## src/hw/rtl/cdit_pkg.sv

```systemverilog
// ----------------------------------------------------------------------------
// cdit_pkg
// Shared types, constants and helpers for the coordinate dedupe index table.
// ----------------------------------------------------------------------------
package cdit_pkg;

  localparam int MAX_CELLS     = 4096;
  localparam int BUCKETS       = 8192;

  localparam int OP_W          = 2;
  localparam int COORD_W       = 16;
  localparam int KEY_W         = 3 * COORD_W;
  localparam int CELL_INDEX_W  = 12;
  localparam int STATUS_W      = 3;
  localparam int ENTRY_COUNT_W = 13;

  localparam int IDX_W  = $clog2(MAX_CELLS);
  localparam int CNT_W  = $clog2(MAX_CELLS + 1);
  localparam int BKT_AW = $clog2(BUCKETS);

  // Only product bits up to the top hash bit matter; split into two halves
  // so each partial product stays a narrow multiply.
  localparam int PROD_W = 32 + BKT_AW;
  localparam int LO_W   = (PROD_W + 1) / 2;
  localparam int HI_W   = PROD_W - LO_W;

  localparam logic [63:0] HASH_MULT = 64'h9E3779B97F4A7C15;

  // operation codes
  localparam logic [OP_W-1:0] OP_ADD   = 2'd0;
  localparam logic [OP_W-1:0] OP_FIND  = 2'd1;
  localparam logic [OP_W-1:0] OP_CLEAR = 2'd2;

  // result status codes
  localparam logic [STATUS_W-1:0] ST_FOUND    = 3'd0;
  localparam logic [STATUS_W-1:0] ST_INSERTED = 3'd1;
  localparam logic [STATUS_W-1:0] ST_MISS     = 3'd2;
  localparam logic [STATUS_W-1:0] ST_FULL     = 3'd3;
  localparam logic [STATUS_W-1:0] ST_CLEARED  = 3'd4;

  typedef struct packed {
    logic [OP_W-1:0]           op;
    logic signed [COORD_W-1:0] x_coord;
    logic signed [COORD_W-1:0] y_coord;
    logic signed [COORD_W-1:0] z_coord;
  } req_item_t;

  typedef struct packed {
    logic [CELL_INDEX_W-1:0]  cell_index;
    logic [STATUS_W-1:0]      status;
    logic                     full_flag;
    logic [ENTRY_COUNT_W-1:0] entry_count;
  } rsp_item_t;

  typedef enum logic [1:0] {
    MUL_K0C0,
    MUL_K0C1,
    MUL_K1C0
  } mul_sel_t;

  typedef enum logic [1:0] {
    IDX_ZERO,
    IDX_HIT,
    IDX_NEW
  } idx_src_t;

  typedef enum logic [3:0] {
    S_INIT,
    S_IDLE,
    S_MUL0,
    S_MUL1,
    S_MUL2,
    S_MUL3,
    S_BKT_WAIT,
    S_BKT_CHK,
    S_KEY_WAIT,
    S_KEY_CHK,
    S_MISS,
    S_CLR,
    S_DONE
  } state_t;

  typedef struct packed {
    logic                capture;
    logic                mul_en;
    mul_sel_t            mul_sel;
    logic                acc_load;
    logic                acc_add;
    logic                ptr_load;
    logic                ptr_adv;
    logic                entry_load;
    logic                slot_set;
    logic                slot_clr;
    logic                insert;
    logic                set_full;
    logic                clr_start;
    logic                clr_step;
    logic                clr_regs;
    logic                res_load;
    idx_src_t            res_src;
    logic [STATUS_W-1:0] res_status;
    logic                out_load;
  } cdit_cmd_t;

  typedef struct packed {
    logic [OP_W-1:0] op;
    logic            bkt_empty;
    logic            key_match;
    logic            probe_last;
    logic            cap_full;
    logic            has_slot;
    logic            clr_last;
  } cdit_stat_t;

  // Zero-extend or truncate the packed key to the product width.
  function automatic logic [PROD_W-1:0] key_ext(input logic [KEY_W-1:0] key);
    logic [PROD_W-1:0] r;
    r = '0;
    for (int i = 0; i < PROD_W; i++) begin
      if (i < KEY_W) begin
        r[i] = key[i];
      end
    end
    return r;
  endfunction

endpackage

```

## src/hw/rtl/cdit_ctrl.sv

```systemverilog
// ----------------------------------------------------------------------------
// cdit_ctrl
// Sequencer for hashing, probing, insert and bucket sweeps; owns handshakes.
// ----------------------------------------------------------------------------
module cdit_ctrl (
  input  logic                    clk,
  input  logic                    rst,
  input  logic                    req_valid,
  input  logic [cdit_pkg::OP_W-1:0] req_op,
  output logic                    req_stall,
  output logic                    rsp_valid,
  input  logic                    rsp_stall,
  input  cdit_pkg::cdit_stat_t    stat,
  output cdit_pkg::cdit_cmd_t     cmd
);
  import cdit_pkg::*;

  state_t state;
  state_t state_next;
  logic   out_free;

  assign out_free  = !rsp_valid || !rsp_stall;
  assign req_stall = (state != S_IDLE);

  always_ff @(posedge clk) begin
    if (rst) begin
      state     <= S_INIT;
      rsp_valid <= 1'b0;
    end else begin
      state <= state_next;
      if (cmd.out_load) begin
        rsp_valid <= 1'b1;
      end else if (!rsp_stall) begin
        rsp_valid <= 1'b0;
      end
    end
  end

  always_comb begin
    state_next = state;
    cmd        = '0;
    case (state)
      S_INIT: begin
        cmd.clr_step = 1'b1;
        if (stat.clr_last) begin
          state_next = S_IDLE;
        end
      end
      S_IDLE: begin
        if (req_valid) begin
          cmd.capture = 1'b1;
          if (req_op == OP_CLEAR) begin
            cmd.clr_start = 1'b1;
            state_next    = S_CLR;
          end else begin
            state_next = S_MUL0;
          end
        end
      end
      S_MUL0: begin
        cmd.mul_en  = 1'b1;
        cmd.mul_sel = MUL_K0C0;
        state_next  = S_MUL1;
      end
      S_MUL1: begin
        cmd.acc_load = 1'b1;
        cmd.mul_en   = 1'b1;
        cmd.mul_sel  = MUL_K0C1;
        state_next   = S_MUL2;
      end
      S_MUL2: begin
        cmd.acc_add = 1'b1;
        cmd.mul_en  = 1'b1;
        cmd.mul_sel = MUL_K1C0;
        state_next  = S_MUL3;
      end
      S_MUL3: begin
        cmd.ptr_load = 1'b1;
        state_next   = S_BKT_WAIT;
      end
      S_BKT_WAIT: begin
        state_next = S_BKT_CHK;
      end
      S_BKT_CHK: begin
        if (stat.bkt_empty) begin
          cmd.slot_set = 1'b1;
          state_next   = S_MISS;
        end else begin
          cmd.entry_load = 1'b1;
          state_next     = S_KEY_WAIT;
        end
      end
      S_KEY_WAIT: begin
        state_next = S_KEY_CHK;
      end
      S_KEY_CHK: begin
        if (stat.key_match) begin
          cmd.res_load   = 1'b1;
          cmd.res_src    = IDX_HIT;
          cmd.res_status = ST_FOUND;
          state_next     = S_DONE;
        end else if (stat.probe_last) begin
          // every bucket visited without a hit or a free slot
          cmd.slot_clr = 1'b1;
          state_next   = S_MISS;
        end else begin
          cmd.ptr_adv = 1'b1;
          state_next  = S_BKT_WAIT;
        end
      end
      S_MISS: begin
        cmd.res_load = 1'b1;
        state_next   = S_DONE;
        if (stat.op != OP_ADD) begin
          cmd.res_src    = IDX_ZERO;
          cmd.res_status = ST_MISS;
        end else if (stat.cap_full || !stat.has_slot) begin
          cmd.set_full   = 1'b1;
          cmd.res_src    = IDX_ZERO;
          cmd.res_status = ST_FULL;
        end else begin
          cmd.insert     = 1'b1;
          cmd.res_src    = IDX_NEW;
          cmd.res_status = ST_INSERTED;
        end
      end
      S_CLR: begin
        cmd.clr_step = 1'b1;
        if (stat.clr_last) begin
          cmd.clr_regs   = 1'b1;
          cmd.res_load   = 1'b1;
          cmd.res_src    = IDX_ZERO;
          cmd.res_status = ST_CLEARED;
          state_next     = S_DONE;
        end
      end
      S_DONE: begin
        // hold the result until the output register is free
        if (out_free) begin
          cmd.out_load = 1'b1;
          state_next   = S_IDLE;
        end
      end
      default: begin
        state_next = S_INIT;
      end
    endcase
  end

endmodule

```

## config.mk

```make
export PLATFORM = sky130hd
export DESIGN_NAME = cdit_ctrl
export DESIGN_NICKNAME = d
export VERILOG_FILES = /design/src/hw/rtl/cdit_pkg.sv /design/src/hw/rtl/cdit_ctrl.sv
export SDC_FILE = /design/constraint.sdc
export NUM_CORES = 1
export LEC_CHECK = 0
export BUFFER_PORTS_ARGS = -buffer_cell sky130_fd_sc_hd__buf_2
export CAP_MARGIN = 20
export CORE_MARGIN = 5
export CORE_UTILIZATION = 46
export CTS_BUF_LIST = sky130_fd_sc_hd__clkbuf_4 sky130_fd_sc_hd__clkbuf_8
export CTS_CLUSTER_SIZE = 30
export DETAILED_ROUTE_END_ITERATION = 8
export GPL_TIMING_DRIVEN = 0
export PLACE_DENSITY = 0.86
export SETUP_SLACK_MARGIN = 0.4
export SLEW_MARGIN = 20
export SYNTH_ARGS = -nofsm -noshare
export SYNTH_HDL_FRONTEND = slang
export SYNTH_SLANG_ARGS = --single-unit
```

## constraint.sdc

```tcl
create_clock -name clk -period 3.4 [get_ports clk]
set_input_delay 0.17 -clock clk [delete_from_list [all_inputs] [get_ports clk]]
set_output_delay 0.17 -clock clk [all_outputs]
set_load 0.005 [all_outputs]
```

## Word level (Yosys, flattened, before mapping)

Cells that the tools add are included.

| word-level totals | value |
|---|---|
| flip-flop bits (word level) | 5 |
| output and inout port bits | 25 |
| logic and storage cells | 72 |

| operators by class | value |
|---|---|
| equal/unequal tests | 19 |
| mux-type cells | 42 |
| reductions and logical operators | 9 |

Operators with widths:

| operator | number |
|---|---|
| 4-bit case mux with 13 select lines | 1 |
| 4-bit two-way mux | 7 |
| 1-bit two-way mux | 24 |
| 4-bit equality test, second input constant | 5 |
| 6-bit case mux with 3 select lines | 1 |
| 4-bit by 3-bit equality test with 1-bit output, second input constant | 4 |
| 5-bit two-way mux | 2 |
| 3-bit case mux with 3 select lines | 1 |
| 4-bit by 2-bit equality test with 1-bit output, second input constant | 2 |
| 2-bit two-way mux | 4 |
| 2-bit inequality test, second input constant | 4 |
| 7-bit two-way mux | 1 |
| 6-bit two-way mux | 1 |
| 4-bit by 1-bit equality test with 1-bit output, second input constant | 1 |
| 4-bit logical NOT | 1 |
| 4-bit by 1-bit inequality test with 1-bit output, second input constant | 1 |
| 4-bit AND reduction | 1 |
| 1-bit logical NOT | 3 |
| 2-bit equality test, second input constant | 1 |
| 1-bit logical OR | 2 |
| 2-bit by 1-bit inequality test with 1-bit output, second input constant | 1 |
| 2-bit nonzero test | 1 |
| 2-bit OR reduction | 1 |

## Depth between registers and ports, before layout

Gate-level depths: netlist of the first run.

| depth | value |
|---|---|
| depth in word-level cells | 5 |
| gate-level depth with buffers | 5 |

## Worst setup path before layout of the first run

Ideal clock, no wire load.

| path | value |
|---|---|
| path kind | flip-flop to output port |
| start | reg state[0] |
| end | out cmd[10] (netlist name) |
| arrival | 1.109 ns |
| setup slack | 2.121 ns |
| stages on the path, launching flop included | 5 |
| path buffers | 1 |
| cell sequence | dfxtp_1 -> buf_2 -> nand2b_1 -> nor4_2 -> a21boi_1 |

RTL lines:

| what | RTL line | text |
|---|---|---|
| start, declared | cdit_ctrl.sv:18 | `state_t state;` |
| start signal, assigned | cdit_ctrl.sv:30 | `state <= state_next;` |
| end, declared | cdit_ctrl.sv:14 | `output cdit_pkg::cdit_cmd_t cmd` |

==> results_dict.tcl, run 1 <==
set metrics [dict create \
    outcome "complete, no violations" \
    cpPeakStageDelay_ns 0.33 \
    path_buf_inv 2 \
    wl_met2_um 871 \
    drive_above_1_share 0.4186 \
    clkSinkCount 5 \
    grt_max_degree 11 \
    yosysTopAreaCell "dfxtp_1" \
    cts_root_buffer "clkbuf_4" \
    grt_first_pass_wirelength_um 2911 \
    period_needed_ns 1.773 \
    crit_path_frequent_cell "buf_2" \
    tightestPinTransition_ns 0.3876 \
    yosys.cell_types.count 34 \
    wire_per_inst_um 12.48 \
    crit_slowest_cell "dfxtp_1" \
    ctsResizeCount 0 \
    clk_latency_ns 0.24 \
    peakVddDrop_mv 0.2936 \
    synthTopCellsByArea "dfxtp_1 16%, and3_1 7.2%, nand2_1 5.6%" \
    post-cts-setup-buffers 0 \
    syn-mean-instance-area_sq_um 6.989 \
    synth-seq-cells 5 \
    drtAntennaViolNets 0 \
    holdPathStages 2 \
    clock_path_buffers 2 \
    vias 795 \
    gp_congestion 0.8268 \
    finalHoldViolCount 0 \
    p_leak_nw 0.4489 \
    grt_usage 0.1815 \
    first_global_vias 746 \
    setup_ws_ns 1.627 \
    synth-seq-area-share 0.1646 \
    worst-path-max-fanout 10 \
    dieArea_sq_um 2149 \
    multi_input_area_sq_um 461.7 \
    cp_num_cells 5 \
    clock_skew_ns 0.003225 \
    final_cell_mix "42 x buf_2, 9 x nand2_1, 7 x and3_1, 6 x nor2_1" \
    nFillCells 116 \
    drt-met1-wl_um 760 \
    hpwl_um 1481 \
    fmax_ghz 0.5641 \
    cts_tree "yes" \
    rsz0062_at_grt "false" \
    max_slew_margin 0.7380 \
    setup_tns_ns 0 \
    cts_hold_buf 0 \
    drt-initial-drc-count 17 \
    final_common_cell "buf_2" \
    synth_area_sq_um 608.1 \
    slew_violations 0 \
    h-tree-depth 1 \
    crit_family "simple AND/OR/NAND/NOR gates" \
    yosysWarnings 0 \
    path_clk_slew_ns 0.04 \
    start_util 0.4793 \
    hold_path_class "input pin to register" \
    finalCritPeriodShare 0.5214 \
    antennaDiodeCount 0 \
    power_density_nw_per_um2 553.2 \
    dpl_cell_area_sq_um 817.0 \
    syn_nets 101 \
    setup_viol 0 \
    cts_buffers 3 \
    totalWireLength_um 1797 \
    die_h_um 46.36 \
    boundaryPins 39 \
    nets 144 \
    worst_setup_path_start_kind "register" \
    row_count 13 \
    cp.required_ns 3.23 \
    crit_type "register to primary output" \
    place_ws_ns 1.879 \
    vias_per_cell 5.521 \
    final_util 0.6677 \
    regArea_sq_um 100.1 \
    met3WireLength_um 154 \
    chipWidth_um 46.36 \
    antenna_found_initial 0 \
    worst-r2r-cell-count 5 \
    crit_chain "buf_2 -> nand2b_1 -> nor4_2 -> a21boi_1 -> buf_2" \
    overflow 0 \
    netlist_instances 87 \
    top_layer "met4" \
    syn2layout_area_growth_pct 39.30 \
    portBuffers 38 \
    core_area_sq_um 1269 \
    fin_area_sq_um 847.1 \
    drc 0 \
    yosysTopAreaCellShare 0.1646 \
    cap_violations 0 \
    worst_setup_path_end_kind "primary output" \
    arrival_ns 1.60 \
    drt_pass1_iterations 5 \
]
## power by group
part	switching (mW)	total, mW	internal [mW]
clock network	0.0228	0.0750	0.0522
logic	0.163	0.294	0.132
registers	0.0254	0.0992	0.0738
total	0.211	0.469	0.258
## sequential cells by signal (all words and copies together), names as in the netlist
| name | count |
|---|---|
| rsp_valid | 1 |
| state | 4 |
## routing by layer
metal | up-vias | track usage
met3 | 2 | 0.03516
met4 | 0 | 0.06818
met5 | - | 0
li1 | 404 | -
met2 | 35 | 0.3407
met1 | 354 | 0.1950
## final cells by class
| cell class | count | area share |
|---|---|---|
| Clock buffer | 4 | 0.03545 |
| Multi-Input combinational cell | 72 | 0.5451 |
| Sequential cell | 5 | 0.1182 |
| Timing Repair Buffer | 38 | 0.2245 |
| Inverter | 5 | 0.02216 |
| Buffer | 5 | 0.03250 |
| Tap cell | 15 | 0.02216 |
## synthesized netlist by cell type
library cell / n
nor4_2: 1
o21ai_1: 4
nand3b_1: 2
inv_1: 5
o21ai_0: 3
and3_1: 7
a21o_1: 1
o221ai_2: 1
a31oi_2: 1
a21oi_1: 5
or3_1: 2
or3b_1: 1
buf_4: 1
a311oi_1: 1
or4b_4: 1
nand4bb_1: 1
nor4_1: 1
mux2i_1: 2
and2_1: 2
o22ai_1: 3
nand2_1: 9
dfxtp_1: 5
a21oi_2: 2
nand2b_1: 4
and3b_1: 1
nor2b_1: 1
nor2_1: 6
or2_4: 1
buf_2: 4
o311ai_1: 1
nor4b_1: 1
nor3_1: 4
a21boi_1: 1
and2b_1: 2
## stage by stage
stage	instances	hold slack (ns)	total power [mW]
global route	144	0.1839	0.5134
floorplan	87	0.2391	0.3050
finish	144	0.1728	0.4686
global placement	140	0.4044	0.3845
detailed placement	140	0.4119	0.3938
CTS	144	0.1626	0.4727
## worst reg2reg max path, delay by kind of cell (launching register included)
family	cells	cell delay [ns]
simple gates	2	0.52
flops	1	0.39
compound gates	2	0.21
buf+inv	1	0.22
## path summary, 6_finish.rpt
kind | start | end | slack [ns]
worst max-delay path | state[0] | cmd[10] | 1.63
worst min-delay path | rst | rsp_valid | 0.17
worst max register to register | state[1] | state[3] | 1.94
worst min register to register | rsp_valid | rsp_valid | 0.59
## cells by family after synthesis
group,count (synthesis),share of synthesized area
simple gates,47,0.4691
buf+inv,10,0.07614
mux,2,0.03292
flops,5,0.1646
compound gates,23,0.2572
Power figures use the tool's default switching activity.
==> inputs of run 2 (changes only) <==
CORE_UTILIZATION = 43   (was 46)
PLACE_DENSITY = 0.81   (was 0.86)
clock period = 1.8 ns   (was 3.4 ns; I/O delays follow)
==> results_dict.tcl, run 2 (same netlist as run 1, synthesis figures left out) <==
set metrics [dict create \
    die_h_um 47.61 \
    largest_reg_flops 4 \
    clock_path_buffers 2 \
    start_util 0.4615 \
    crit_chain "buf_6 -> buf_4 -> buf_6 -> or2_4 -> a31oi_4 -> o21ai_1 -> mux2i_1" \
    clkSinkCount 5 \
    vias 1074 \
    drtAntennaViolNets 0 \
    arrival_ns 1.83 \
    grt_max_degree 11 \
    cp.required_ns 1.96 \
    worst-path-max-fanout 6 \
    finalHoldViolCount 0 \
    first_global_vias 773 \
    portBuffers 38 \
    drt_pass1_iterations 5 \
    row_count 13 \
    hpwl_um 1430 \
    core_area_sq_um 1318 \
    slew_violations 0 \
    tightestPinTransition_ns 0.3631 \
    antenna_found_initial 0 \
    overflow 0 \
    wire_per_inst_um 24.02 \
    p_leak_nw 0.5850 \
    worst_setup_path_end_kind "register" \
    setup_tns_ns 0 \
    clk_latency_ns 0.27 \
    syn2layout_area_growth_pct 107.6 \
    setup_ws_ns 0.1300 \
    cap_violations 0 \
    path_buf_inv 3 \
    final_cell_mix "35 x buf_2, 13 x buf_4, 11 x buf_6, 8 x nand2_1" \
    chipWidth_um 47.61 \
    peakVddDrop_mv 0.7247 \
    finalCritPeriodShare 0.9278 \
    final_util 0.9582 \
    place_ws_ns 0.3828 \
    grt_usage 0.1989 \
    outcome "complete, no violations" \
    crit_type "register to register" \
    power_density_nw_per_um2 1279 \
    max_slew_margin 0.7554 \
    crit_path_frequent_cell "buf_6" \
    cts_buffers 3 \
    h-tree-depth 1 \
    nets 161 \
    cts_tree "yes" \
    fmax_ghz 0.5988 \
    crit_family "buffers and inverters" \
    vias_per_cell 6.671 \
    period_needed_ns 1.670 \
    drc 0 \
    clock_skew_ns 0.009944 \
    nFillCells 31 \
    hold_path_class "input pin to register" \
    grt_first_pass_wirelength_um 3277 \
    final_common_cell "buf_2" \
    totalWireLength_um 3867 \
    cts_hold_buf 0 \
    reg_top3 "state x4, rsp_valid x1" \
    drive_above_1_share 0.6986 \
    dieArea_sq_um 2266 \
    worst_setup_path_start_kind "register" \
    gp_congestion 0.8206 \
    finalPower_mw 1.615 \
    antennaDiodeCount 0 \
    cts_root_buffer "clkbuf_4" \
    boundaryPins 39 \
    drt-initial-drc-count 78 \
    path_clk_slew_ns 0.06 \
    multi_input_area_sq_um 663.1 \
    setup_viol 0 \
    regArea_sq_um 112.6 \
    cpPeakStageDelay_ns 0.33 \
    regMostFlops "state" \
    rsz0062_at_grt "true" \
    crit_slowest_cell "dfxtp_2" \
]
-- run 2: cell count changes in the layout (fill, tap and decap cells not counted), sizes merged --
cell / previous run / this run
buf: 43 / 60
-- run 2: final timing paths --
path	from	to	slack [ns]	cells after the start
min	rst	rsp_valid	0.10	2
max reg2reg	state[0]	state[0]	0.13	7
min reg2reg	state[3]	rsp_valid	0.67	2
max	state[0]	state[0]	0.13	7
-- run 2: routing by layer --
metal  share of wire  vias up  track usage
met5               0        -            0
met4           0.091        0      0.04839
met3            0.13       44      0.02632
met2            0.45      133       0.3824
met1            0.32      462       0.2284
li1                -      435            -
-- run 2: cell type report --
| class | instances | share of cell area |
|---|---|---|
| multi-input combinational | 72 | 0.5253 |
| timing repair buffer | 55 | 0.2815 |
| buffer | 5 | 0.04856 |
| clock buffer | 4 | 0.02379 |
| tap | 15 | 0.01487 |
| inverter | 5 | 0.01685 |
| sequential | 5 | 0.08920 |
-- run 2: stage by stage --
| step | hold WS, ns | instance area (sq um) | cells |
|---|---|---|---|
| final | 0.1018 | 1262 | 161 |
| after detailed placement | 0.3241 | 817.0 | 140 |
| after global placement | 0.3310 | 817.0 | 140 |
| after floorplan | 0.1591 | 608.1 | 87 |
| after CTS | 0.07240 | 1006 | 152 |
| after global routing | 0.09612 | 1262 | 161 |
-- run 2: power breakdown --
group,switching [mW],internal (mW),total (mW)
Clock,0.0642,0.100,0.164
Combinational,0.636,0.599,1.24
Sequential,0.0652,0.151,0.216
Total,0.765,0.850,1.62
-- run 2: worst register-to-register path: stages (launching register included) --
cell and delay, ns:
dfxtp_2 0.33, buf_6 0.13, buf_4 0.14, buf_6 0.14
or2_4 0.26, a31oi_4 0.21, o21ai_1 0.15, mux2i_1 0.21
-- run 2: repair_timing --
item | 4_1_cts | 5_1_grt
resized for setup | 27 | 40
setup endpoints to repair | 21 | 24
buffers inserted | 8 | 9
pin swaps | 11 | 21
==> inputs of run 3 (changes only) <==
ABC_AREA = 1   (was default)
CORE_UTILIZATION = 42   (was 43)
PLACE_DENSITY = 0.82   (was 0.81)
==> results_dict.tcl, run 3 <==
set metrics [dict create \
    outcome "complete, no violations" \
    overflow 0 \
    largest_reg_flops 4 \
    worst-r2r-cell-count 9 \
    drc 0 \
    yosysWarnings 0 \
    final_cell_mix "38 x buf_2, 23 x nor2_1, 18 x nand2_1, 16 x inv_1, 12 x nand3_1" \
    place_ws_ns 0.4726 \
    vias_per_cell 5.024 \
    totalWireLength_um 1988 \
    yosysTopAreaCellShare 0.1790 \
    worst_setup_path_end_kind "primary output" \
    tightestPinTransition_ns 0.2573 \
    arrival_ns 1.37 \
    seqPwrFrac 0.243 \
    worst-path-max-fanout 6 \
    period_needed_ns 1.463 \
    synth_area_sq_um 559.3 \
    holdPathStages 2 \
    cts_tree "yes" \
    async_flop_share 0 \
    antenna_found_initial 0 \
    first_global_vias 734 \
    yosys.cell_types.count 19 \
    chipWidth_um 46.49 \
    grt_first_pass_wirelength_um 3091 \
    synth-seq-cells 5 \
    nets 164 \
    power_density_nw_per_um2 753.7 \
    start_util 0.4352 \
    gp_congestion 0.8633 \
    cp.required_ns 1.71 \
    clock_skew_ns 0.006908 \
    finalHoldViolCount 0 \
    fmax_ghz 0.6834 \
    die_h_um 46.49 \
    drt_pass1_iterations 4 \
    drive_above_1_share 0.4698 \
    netlist_instances 103 \
    p_clk_frac 0.215 \
    final_common_cell "buf_2" \
    slew_violations 0 \
    row_count 13 \
    vias 824 \
    yosysTopAreaCell "dfxtp_1" \
    wire_per_inst_um 12.12 \
    peakVddDrop_mv 0.6372 \
    grt_usage 0.1989 \
    yosysMostFrequentCell "nor2_1" \
    antennaDiodeCount 0 \
    portBuffers 38 \
    netSwitchingPower_mw 0.3023 \
    syn_nets 117 \
    clk_latency_ns 0.24 \
    dp.cells 156 \
    syn-mean-instance-area_sq_um 5.430 \
    setup_tns_ns 0 \
    path_clk_slew_ns 0.05 \
    internal_power_mw 0.3766 \
    cts_root_buffer "clkbuf_4" \
    whs_ns 0.05897 \
    p_leak_nw 0.5479 \
    ys.flop_type "dfxtp_1" \
    setup_viol 0 \
    instances_no_fill 164 \
    hold_path_class "input pin to register" \
    crit_type "register to primary output" \
    hpwl_um 1403 \
    clock_path_buffers 2 \
    finalCritPeriodShare 0.8129 \
    final_util 0.7011 \
    regMostFlops "state" \
    boundaryPins 39 \
    synth_edf_count 0 \
    synthTopCellsByArea "dfxtp_1 18%, nor2_1 16%, nand2_1 12%" \
    syn2layout_area_growth_pct 61.07 \
    clkSinkCount 5 \
    drt-initial-drc-count 30 \
    max_slew_margin 0.8279 \
    drtAntennaViolNets 0 \
    worst_setup_path_start_kind "register" \
    h-tree-depth 1 \
    cts_buffers 3 \
    synth-seq-area-share 0.1790 \
    setup_ws_ns 0.3367 \
    rsz0062_at_grt "true" \
    nFillCells 111 \
    p_sw_frac 0.4453 \
    dieArea_sq_um 2161 \
    synth_common_cells "24 x nor2_1, 18 x nand2_1, 17 x inv_1" \
    comb_power_share 0.542 \
    grt_max_degree 7 \
    cap_violations 0 \
    reg_top3 "state x4, rsp_valid x1" \
    core_area_sq_um 1285 \
]
## run 3: cell count changes after synthesis, sizes merged, moves of 3 or more
cell    previous run  this run
nand2              9        23
o21ai              7         1
buf                5         2
nand3              0        13
and3               7         0
inv                5        19
nand2b             4         0
nor2               6        27
## run 3: timing repair
item | CTS | global route
endpoints found under the hold margin | 0 | 0
buffers inserted | 4 | 0
hold buffers | 0 | 0
pin swaps | 1 | 3
gates resized for setup | 10 | 8
setup endpoints to repair | 7 | 16
## run 3: path summary, 6_finish.rpt
path | slack [ns] | end | from
min reg2reg | 0.48 | rsp_valid | rsp_valid
max reg2reg | 0.52 | state[0] | state[3]
min | 0.06 | state[3] | rst
max | 0.34 | cmd[2] | state[3]
## run 3: cells by family (layout without fill, tap and decap cells)
group / Yosys count / after routing / synth area share
DFF: 5 / 5 / 0.1790
buffers and inverters: 22 / 68 / 0.1700
and+or+nand+nor: 67 / 67 / 0.5548
AOI/OAI and AO/OA: 9 / 9 / 0.09619
## run 3: cell type report
cell class,count,area (sq um),share of cell area
multi-input cells,76,421.7,0.4681
repair buffers,42,227.7,0.2528
flip-flops and latches,5,105.1,0.1167
inverters,20,78.83,0.08750
clock buffers,4,30.03,0.03333
plain buffers,2,18.77,0.02083
well taps,15,18.77,0.02083
## run 3: layer usage
metal,part of all wire,routed length [um],up-vias,global-route usage
met5,0,0,-,0
met4,0,0,0,0.04545
met3,0.10,206,0,0.07031
met2,0.49,982,41,0.3379
met1,0.40,799,369,0.2362
li1,-,-,414,-
## run 3: through the flow
| step | power [mW] | area, sq um |
|---|---|---|
| final | 0.6789 | 900.9 |
| after global routing | 0.7480 | 900.9 |
| after CTS | 0.6629 | 865.8 |
| after detailed placement | 0.4817 | 768.2 |
| after global placement | 0.4733 | 768.2 |
| after floorplan | 0.3820 | 559.3 |
## run 3: power by group through the flow
stage	registers, mW	clock network [mW]	logic, mW
finish	0.165	0.146	0.368
CTS	0.162	0.151	0.350
floorplan	0.151	0	0.231
global route	0.169	0.169	0.410
global placement	0.155	0	0.318
detailed placement	0.157	0	0.325
## run 3: critical path, cell delays in order (launching register included)
cell,delay (ns)
dfxtp_2,0.31
buf_6,0.12
inv_4,0.04
nor2_4,0.15
nand3_4,0.11
buf_6,0.15
a21oi_1,0.10
buf_2,0.12
